**src/design/tssm_pkg.sv**
```systemverilog
`timescale 1ns / 1ps

package tssm_pkg;

  localparam int DEPTH     = 16;
  localparam int WORD_BITS = 32;
  localparam int ADDR_W    = (DEPTH > 1) ? $clog2(DEPTH) : 1;
  localparam int CNT_W     = $clog2(DEPTH + 1);

  localparam int OP_W   = 3;
  localparam int STAT_W = 3;
  localparam int DATA_W = 32;

  typedef logic [OP_W-1:0]      op_t;
  typedef logic [STAT_W-1:0]    status_t;
  typedef logic [WORD_BITS-1:0] store_word_t;
  typedef logic [DATA_W-1:0]    data_word_t;

  localparam op_t OP_PUSH_ONE = 3'd0;
  localparam op_t OP_PUSH_TWO = 3'd1;
  localparam op_t OP_POP_ONE  = 3'd2;
  localparam op_t OP_POP_TWO  = 3'd3;
  localparam op_t OP_LIST     = 3'd4;

  localparam status_t ST_PUSHED  = 3'd0;
  localparam status_t ST_POPPED  = 3'd1;
  localparam status_t ST_OVERFLOW  = 3'd2;
  localparam status_t ST_UNDERFLOW = 3'd3;
  localparam status_t ST_LISTED  = 3'd4;
  localparam status_t ST_NOTHING = 3'd5;

  // low bits of the pushed word go to the store, zero filled if the store is wider
  function automatic store_word_t to_store(input data_word_t v);
    store_word_t r;
    for (int i = 0; i < WORD_BITS; i++) begin
      r[i] = (i < DATA_W) ? v[i % DATA_W] : 1'b0;
    end
    return r;
  endfunction

  // low bits of the stored word go out, zero filled if the store is narrower
  function automatic data_word_t to_data(input store_word_t v);
    data_word_t r;
    for (int i = 0; i < DATA_W; i++) begin
      r[i] = (i < WORD_BITS) ? v[i % WORD_BITS] : 1'b0;
    end
    return r;
  endfunction

endpackage

```
**src/design/tssm_ram.sv**
```systemverilog
`timescale 1ns / 1ps

module tssm_ram #(
  parameter int WIDTH = 32,
  parameter int DEPTH = 16
) (
  input  logic                                    clk,
  input  logic                                    we,
  input  logic [((DEPTH > 1) ? $clog2(DEPTH) : 1)-1:0] waddr,
  input  logic [WIDTH-1:0]                        wdata,
  input  logic                                    re,
  input  logic [((DEPTH > 1) ? $clog2(DEPTH) : 1)-1:0] raddr,
  output logic [WIDTH-1:0]                        rdata
);

  logic [WIDTH-1:0] mem [DEPTH];
  logic [WIDTH-1:0] rdata_r;

  always_ff @(posedge clk) begin
    if (we) begin
      mem[waddr] <= wdata;
    end
    if (re) begin
      rdata_r <= mem[raddr];
    end
  end

  assign rdata = rdata_r;

endmodule

```
**src/design/two_stacks_shared_memory_core.sv**
```systemverilog
`timescale 1ns / 1ps

// Two LIFO stacks in one shared RAM: stack one grows up from address 0,
// stack two grows down from the top address.
// Input channel in_*: one transaction per command. in_tuser carries the
// operation (push one, push two, pop one, pop two, list), in_tdata the word
// to push. Codes 5 to 7 are taken and dropped without a result.
// Result channel out_*: out_tuser holds status and stack id, out_tdata the
// popped or listed word (zero otherwise), out_tlast marks the final result
// of a command.
// A push or pop is taken in the command cycle and its result is loaded into
// the output register once that is free; a pop waits on the registered RAM
// read. A list streams the stored words through the single RAM read port,
// fetching the next word while one goes out (one result if both are empty).
// One command is in work at a time; in_tready is high only between commands.
// Results go through an output register, so a stalled receiver simply holds
// the current result and freezes the list walk until out_tready returns.
// Reset clears both stack counts and the control state; RAM contents stay
// undefined and are never read before being written.
module two_stacks_shared_memory_core (
  input  logic        clk,
  input  logic        rst_n,
  input  logic        in_tvalid,
  output logic        in_tready,
  input  logic [31:0] in_tdata,   // [31:0] push_value
  input  logic [2:0]  in_tuser,   // [2:0] operation
  output logic        out_tvalid,
  input  logic        out_tready,
  output logic [31:0] out_tdata,  // [31:0] word
  output logic [3:0]  out_tuser,  // [2:0] status, [3] stack_id
  output logic        out_tlast
);

  localparam logic [1:0] S_IDLE = 2'd0;
  localparam logic [1:0] S_RES  = 2'd1;
  localparam logic [1:0] S_LOUT = 2'd2;

  localparam logic [tssm_pkg::CNT_W-1:0] DEPTH_C = tssm_pkg::CNT_W'(tssm_pkg::DEPTH);
  localparam logic [tssm_pkg::CNT_W-1:0] ONE_C   = tssm_pkg::CNT_W'(1);

  logic [1:0] state_r, state_nxt;
  logic [tssm_pkg::CNT_W-1:0] cnt_lo_r, cnt_lo_nxt;
  logic [tssm_pkg::CNT_W-1:0] cnt_hi_r, cnt_hi_nxt;
  logic [tssm_pkg::CNT_W-1:0] pos_r, pos_nxt;

  tssm_pkg::status_t pend_status_r, pend_status_nxt;
  logic pend_sid_r, pend_sid_nxt;
  logic pend_rd_r, pend_rd_nxt;

  logic out_valid_r, out_valid_nxt;
  tssm_pkg::status_t out_status_r, out_status_nxt;
  logic out_sid_r, out_sid_nxt;
  tssm_pkg::data_word_t out_word_r, out_word_nxt;
  logic out_last_r, out_last_nxt;

  logic in_acc;
  logic slot_free;
  logic [tssm_pkg::CNT_W-1:0] used;
  logic full;
  logic [tssm_pkg::CNT_W-1:0] rd_pos;
  logic [tssm_pkg::CNT_W-1:0] list_addr_w;
  logic [tssm_pkg::CNT_W-1:0] push_two_pos;
  logic [tssm_pkg::CNT_W-1:0] pop_one_pos;
  logic [tssm_pkg::CNT_W-1:0] pop_two_pos;
  logic list_sid;
  logic list_last;
  tssm_pkg::op_t op;

  logic ram_we, ram_re;
  logic [tssm_pkg::ADDR_W-1:0] ram_waddr, ram_raddr;
  tssm_pkg::store_word_t ram_wdata, ram_rdata;

  tssm_ram #(
    .WIDTH(tssm_pkg::WORD_BITS),
    .DEPTH(tssm_pkg::DEPTH)
  ) u_ram (
    .clk  (clk),
    .we   (ram_we),
    .waddr(ram_waddr),
    .wdata(ram_wdata),
    .re   (ram_re),
    .raddr(ram_raddr),
    .rdata(ram_rdata)
  );

  assign in_tready = (state_r == S_IDLE);
  assign in_acc    = in_tvalid && in_tready;
  assign op        = in_tuser;
  assign slot_free = !out_valid_r || out_tready;
  assign used      = cnt_lo_r + cnt_hi_r;
  assign full      = (used == DEPTH_C);

  assign push_two_pos = DEPTH_C - ONE_C - cnt_hi_r;
  assign pop_one_pos  = cnt_lo_r - ONE_C;
  assign pop_two_pos  = DEPTH_C - cnt_hi_r;

  // list position to read: first word at command time, then the one after pos_r
  assign rd_pos      = (state_r == S_IDLE) ? '0 : pos_r + ONE_C;
  assign list_addr_w = (rd_pos < cnt_lo_r) ? rd_pos
                                           : DEPTH_C - ONE_C - (rd_pos - cnt_lo_r);
  assign list_sid    = (pos_r >= cnt_lo_r);
  assign list_last   = (pos_r == used - ONE_C);

  always_comb begin
    state_nxt       = state_r;
    cnt_lo_nxt      = cnt_lo_r;
    cnt_hi_nxt      = cnt_hi_r;
    pos_nxt         = pos_r;
    pend_status_nxt = pend_status_r;
    pend_sid_nxt    = pend_sid_r;
    pend_rd_nxt     = pend_rd_r;
    out_valid_nxt   = out_valid_r && !out_tready;
    out_status_nxt  = out_status_r;
    out_sid_nxt     = out_sid_r;
    out_word_nxt    = out_word_r;
    out_last_nxt    = out_last_r;
    ram_we          = 1'b0;
    ram_waddr       = '0;
    ram_wdata       = tssm_pkg::to_store(in_tdata);
    ram_re          = 1'b0;
    ram_raddr       = list_addr_w[tssm_pkg::ADDR_W-1:0];

    unique case (state_r)
      S_IDLE: begin
        if (in_acc) begin
          pend_rd_nxt = 1'b0;
          case (op) inside
            tssm_pkg::OP_PUSH_ONE, tssm_pkg::OP_PUSH_TWO: begin
              pend_sid_nxt = (op == tssm_pkg::OP_PUSH_TWO);
              state_nxt    = S_RES;
              if (full) begin
                pend_status_nxt = tssm_pkg::ST_OVERFLOW;
              end else begin
                pend_status_nxt = tssm_pkg::ST_PUSHED;
                ram_we          = 1'b1;
                if (op == tssm_pkg::OP_PUSH_ONE) begin
                  ram_waddr  = cnt_lo_r[tssm_pkg::ADDR_W-1:0];
                  cnt_lo_nxt = cnt_lo_r + ONE_C;
                end else begin
                  ram_waddr  = push_two_pos[tssm_pkg::ADDR_W-1:0];
                  cnt_hi_nxt = cnt_hi_r + ONE_C;
                end
              end
            end
            tssm_pkg::OP_POP_ONE: begin
              pend_sid_nxt = 1'b0;
              state_nxt    = S_RES;
              if (cnt_lo_r == '0) begin
                pend_status_nxt = tssm_pkg::ST_UNDERFLOW;
              end else begin
                pend_status_nxt = tssm_pkg::ST_POPPED;
                pend_rd_nxt     = 1'b1;
                ram_re          = 1'b1;
                ram_raddr       = pop_one_pos[tssm_pkg::ADDR_W-1:0];
                cnt_lo_nxt      = cnt_lo_r - ONE_C;
              end
            end
            tssm_pkg::OP_POP_TWO: begin
              pend_sid_nxt = 1'b1;
              state_nxt    = S_RES;
              if (cnt_hi_r == '0) begin
                pend_status_nxt = tssm_pkg::ST_UNDERFLOW;
              end else begin
                pend_status_nxt = tssm_pkg::ST_POPPED;
                pend_rd_nxt     = 1'b1;
                ram_re          = 1'b1;
                ram_raddr       = pop_two_pos[tssm_pkg::ADDR_W-1:0];
                cnt_hi_nxt      = cnt_hi_r - ONE_C;
              end
            end
            tssm_pkg::OP_LIST: begin
              if (used == '0) begin
                pend_status_nxt = tssm_pkg::ST_NOTHING;
                pend_sid_nxt    = 1'b0;
                state_nxt       = S_RES;
              end else begin
                ram_re    = 1'b1;
                pos_nxt   = '0;
                state_nxt = S_LOUT;
              end
            end
            default: begin
              // undefined operation: dropped without a result
            end
          endcase
        end
      end
      S_RES: begin
        if (slot_free) begin
          out_valid_nxt  = 1'b1;
          out_status_nxt = pend_status_r;
          out_sid_nxt    = pend_sid_r;
          out_word_nxt   = pend_rd_r ? tssm_pkg::to_data(ram_rdata) : '0;
          out_last_nxt   = 1'b1;
          state_nxt      = S_IDLE;
        end
      end
      S_LOUT: begin
        if (slot_free) begin
          out_valid_nxt  = 1'b1;
          out_status_nxt = tssm_pkg::ST_LISTED;
          out_sid_nxt    = list_sid;
          out_word_nxt   = tssm_pkg::to_data(ram_rdata);
          out_last_nxt   = list_last;
          if (list_last) begin
            state_nxt = S_IDLE;
          end else begin
            // fetch the next word while this one goes out
            ram_re  = 1'b1;
            pos_nxt = rd_pos;
          end
        end
      end
      default: begin
        state_nxt = S_IDLE;
      end
    endcase
  end

  always_ff @(posedge clk) begin
    if (!rst_n) begin
      state_r     <= S_IDLE;
      cnt_lo_r    <= '0;
      cnt_hi_r    <= '0;
      out_valid_r <= 1'b0;
    end else begin
      state_r     <= state_nxt;
      cnt_lo_r    <= cnt_lo_nxt;
      cnt_hi_r    <= cnt_hi_nxt;
      out_valid_r <= out_valid_nxt;
    end
  end

  always_ff @(posedge clk) begin
    pos_r         <= pos_nxt;
    pend_status_r <= pend_status_nxt;
    pend_sid_r    <= pend_sid_nxt;
    pend_rd_r     <= pend_rd_nxt;
    out_status_r  <= out_status_nxt;
    out_sid_r     <= out_sid_nxt;
    out_word_r    <= out_word_nxt;
    out_last_r    <= out_last_nxt;
  end

  assign out_tvalid = out_valid_r;
  assign out_tdata  = out_word_r;
  assign out_tuser  = {out_sid_r, out_status_r};
  assign out_tlast  = out_last_r;

  // the two stacks never claim more words than the RAM holds
  a_no_overcommit: assert property (@(posedge clk) disable iff (!rst_n)
    (cnt_lo_r + cnt_hi_r) <= DEPTH_C)
    else $error("stack counts exceed ram depth");

  // a push into a store with room grows the total by exactly one
  a_push_grows: assert property (@(posedge clk) disable iff (!rst_n)
    (in_acc && !full && (op == tssm_pkg::OP_PUSH_ONE || op == tssm_pkg::OP_PUSH_TWO))
    |=> (used == $past(used) + ONE_C))
    else $error("push did not grow the stacks by one");

  // a pop from a non-empty stack waits for the ram read before reporting
  a_pop_reads: assert property (@(posedge clk) disable iff (!rst_n)
    (in_acc && op == tssm_pkg::OP_POP_ONE && cnt_lo_r != '0)
    |=> (state_r == S_RES && pend_rd_r && cnt_lo_r == $past(cnt_lo_r) - ONE_C))
    else $error("pop one did not set up a read");

  // the list walk stays inside the stored words and leaves counts alone
  a_list_bounds: assert property (@(posedge clk) disable iff (!rst_n)
    (state_r == S_LOUT) |-> (pos_r < used && $stable(cnt_lo_r) && $stable(cnt_hi_r)))
    else $error("list walk out of range");

endmodule
```
**config.mk**
```make
export PLATFORM = sky130hd
export DESIGN_NAME = two_stacks_shared_memory_core
export DESIGN_NICKNAME = d
export VERILOG_FILES = /design/src/design/tssm_pkg.sv /design/src/design/tssm_ram.sv /design/src/design/two_stacks_shared_memory_core.sv
export SDC_FILE = /design/constraint.sdc
export NUM_CORES = 1
export LEC_CHECK = 0
export ABC_AREA = 1
export BUFFER_PORTS_ARGS = -buffer_cell sky130_fd_sc_hd__buf_4
export CORE_ASPECT_RATIO = 2
export CORE_MARGIN = 8
export CORE_UTILIZATION = 55
export CTS_CLUSTER_SIZE = 20
export DETAILED_ROUTE_END_ITERATION = 8
export GPL_TIMING_DRIVEN = 0
export HOLD_SLACK_MARGIN = 0.15
export PLACE_DENSITY = 0.79
export SLEW_MARGIN = 20
export SYNTH_ARGS = -nofsm -noshare
export SYNTH_HDL_FRONTEND = slang
export SYNTH_SLANG_ARGS = --single-unit
```
**constraint.sdc**
```tcl
create_clock -name clk -period 9.25 [get_ports clk]
set_clock_uncertainty 0.15 [all_clocks]
set_input_delay 0.4625 -clock clk [delete_from_list [all_inputs] [get_ports clk]]
set_output_delay 0.4625 -clock clk [all_outputs]
set_load 0.005 [all_outputs]
```
==> reports/results.tsv <==
metric	value	unit
r2r_start	cnt_lo_r[1]	
avgViaCountPerCell	5.849	
drive_gt1_share	11.63	%
yosys.area.top_type_share	65.72	%
finalCritPeriodShare	46.73	%
holdCritPathClass	input pin to flop	
path_class	flop to flop	
synth-seq-cells	604	
crit_path_top_delay_cell	nor2_4	
cts_root_buf	clkbuf_16	
rows	115	
htree_levels	2	
synth_cell_type_count	44	
syn_area_per_cell	10.62	µm²
fillers	3588	
drtAntennaViolNets	0	
wl_per_cell	22.33	µm
synth.most_common_cell	nand3_1	
crit_arrival	4.46	ns
synth_top_cell_by_area	edfxtp_1	
syn_to_final_growth	14.82	%
tightest_slew	0.9827	ns
clock_path_buffers	3	
synth_edf_count	591	
clock-sinks	604	
hold_path_depth	3	
status	complete, no violations	
ios	78	
clk_latency	0.61	ns
grt_max_degree	23	
wirelength	76400	µm
path_common_cell	inv_1	
vias	20010	
slew_headroom	34.49	%
setup_viol	0	
grt_pass1_vias	19970	
grt_pass1_wl	113100	µm
rsz0062_at_grt	false	
numCtsBuffers	52	
seq_area_frac_synth	66.69	%
num_antenna_cells	0	
finalHoldViolCount	0	
synth_nets	2611	
worstPathMaxFanout	18	
io_buffers	77	
async_flop_share	0	%
crit_path_end_kind	flop	
r2r_slack	4.93	ns
clkTransAtPathRegs	0.07	ns
register_area	18010	µm²
r2r_cells	14	
finalNetCount	2805	
hpwl	50520	µm
synthTopCellsByArea	edfxtp_1, nand3_1, nand2_1, inv_1, buf_2	
die_x	172.7	µm
period_needed	4.323	ns
yosys_warnings	0	
critPathTopFamily	simple AND/OR/NAND/NOR gates	
antenna_found_initial	0	
cts_setup_buffers	0	
rr_endpoint	u_ram.mem[2][24]	
grtUsageTotal	26.28	%
max_stage_delay	0.67	ns
syn-cell-area	27000	µm²
startpoint_type	flop	
fmax	0.2313	GHz
core_area	48920	µm²
firstDrtPassIters	8	
crit_chain	inv_1 > fa_1 > ha_1 > inv_1 > nor2_1 > nand3_1 > inv_1 > nor3_2 > inv_1 > or2_1 > inv_1 > nand2_1 > nor2_4 > buf_16	
hold_start	in_tvalid	
drt-initial-drc-count	2493	
drc_errors	0	
syn_inst	2542	
cts_tree	yes	
ys.flop_type	edfxtp_1	
floorplan.initialDensity	55.20	%
maxCapViolCount	0	
critPathBufInv	6	
crit_required	9.39	ns
globalRouteOverflowTotal	0	
min_to	pend_rd_r	
critPathLaunch	cnt_lo_r[1]	
die_h	329.4	µm
ys_top_cells_by_count	nand3_1, edfxtp_1, nand2_1	
drv_slew	0	
dieArea	56870	µm²
gp_congestion	0.8913	
multiInputGateArea	6929	µm²
final.setup.tns	0	ns
==> sequential cells by signal, indices dropped and copies added, names as in the netlist <==
register and count:
out_sid_r 1, u_ram.rdata 32, u_ram.mem 512, pos_r 5
out_status_r 3, pend_status_r 3, out_tdata 32, pend_sid_r 1
cnt_lo_r 5, pend_rd_r 1, cnt_hi_r 5, out_tvalid 1
state_r 2, out_tlast 1
==> layout by cell type (no fill, tap or decap), types with 4 or more instances in the layout <==
cell type,n
o21ai_0,18
inv_2,5
nor3_1,4
bufinv_16,4
xor2_1,11
nand3b_1,56
buf_4,92
dlygate4sd3_1,36
a21oi_1,21
o21ai_1,4
buf_12,7
nand2_2,8
clkinv_2,10
xnor2_1,5
nand3_1,602
clkinv_1,11
ha_1,27
nand2_1,517
nor2_1,70
dfxtp_1,13
buf_16,8
edfxtp_1,591
buf_2,91
clkbuf_1,43
clkbuf_16,52
buf_6,7
inv_1,396
buf_1,9
nor2_4,15
==> worst min-delay path, cell delays in order <==
cell	delay, ns
buf_4	0.09
nand2_1	0.20
inv_1	0.14
==> logic make-up after synthesis <==
kind of cell             synth area share (%)
AO/OA/AOI/OAI                           1.288
flip-flops                              66.69
AND/OR/NAND/NOR                         21.90
XOR/XNOR                               0.5189
buffers and inverters                   8.136
adder cells (fa/ha/maj)                 1.473
==> metrics by stage <==
stage	cell area, µm²	std cells	setup slack [ns]	util [%]	hold WS [ns]
after global placement	28390	3262	1.547	58.02	0.3357
after detailed placement	28990	3289	4.969	59.26	0.3382
after CTS	31010	3421	4.942	63.38	0.2660
after global routing	31010	3421	4.770	63.38	0.3117
final	31010	3421	4.927	63.38	0.2868
after floorplan	27000	2542	4.335	-	0.3273
==> how the worst max path moves through the flow <==
stage | end | cells after the start
floorplan | u_ram.mem[0][0] | 12
global placement | u_ram.mem[0][19] | 11
detailed placement | u_ram.mem[2][14] | 14
CTS | u_ram.mem[2][24] | 14
global route | u_ram.mem[2][24] | 15
finish | u_ram.mem[2][24] | 14
==> final cells by class <==
| cell class | count | area share [%] |
|---|---|---|
| Clock inverter | 31 | 0.9241 |
| Multi-Input combinational cell | 1394 | 22.35 |
| Buffer | 142 | 2.219 |
| Timing Repair Buffer | 140 | 4.552 |
| Sequential cell | 604 | 58.08 |
| Clock buffer | 65 | 4.419 |
| Tap cell | 643 | 2.595 |
| Inverter | 402 | 4.867 |
==> metal layers <==
metal | up-vias | track usage [%] | part of all wire [%]
met5 | - | 0 | 0
met2 | 1417 | 45.26 | 49
met1 | 9354 | 30.43 | 33
li1 | 8913 | - | -
met4 | 0 | 15.17 | 5.9
met3 | 326 | 4.957 | 12
==> what timing repair did <==
action	4_1_cts	5_1_grt
resized for setup	0	0
hold buffers	36	0
hold endpoints to repair	517	0
Power is left out: the tool's default activity adds up to more than one toggle a clock period on the data nets, which glitch-free logic cannot reach.
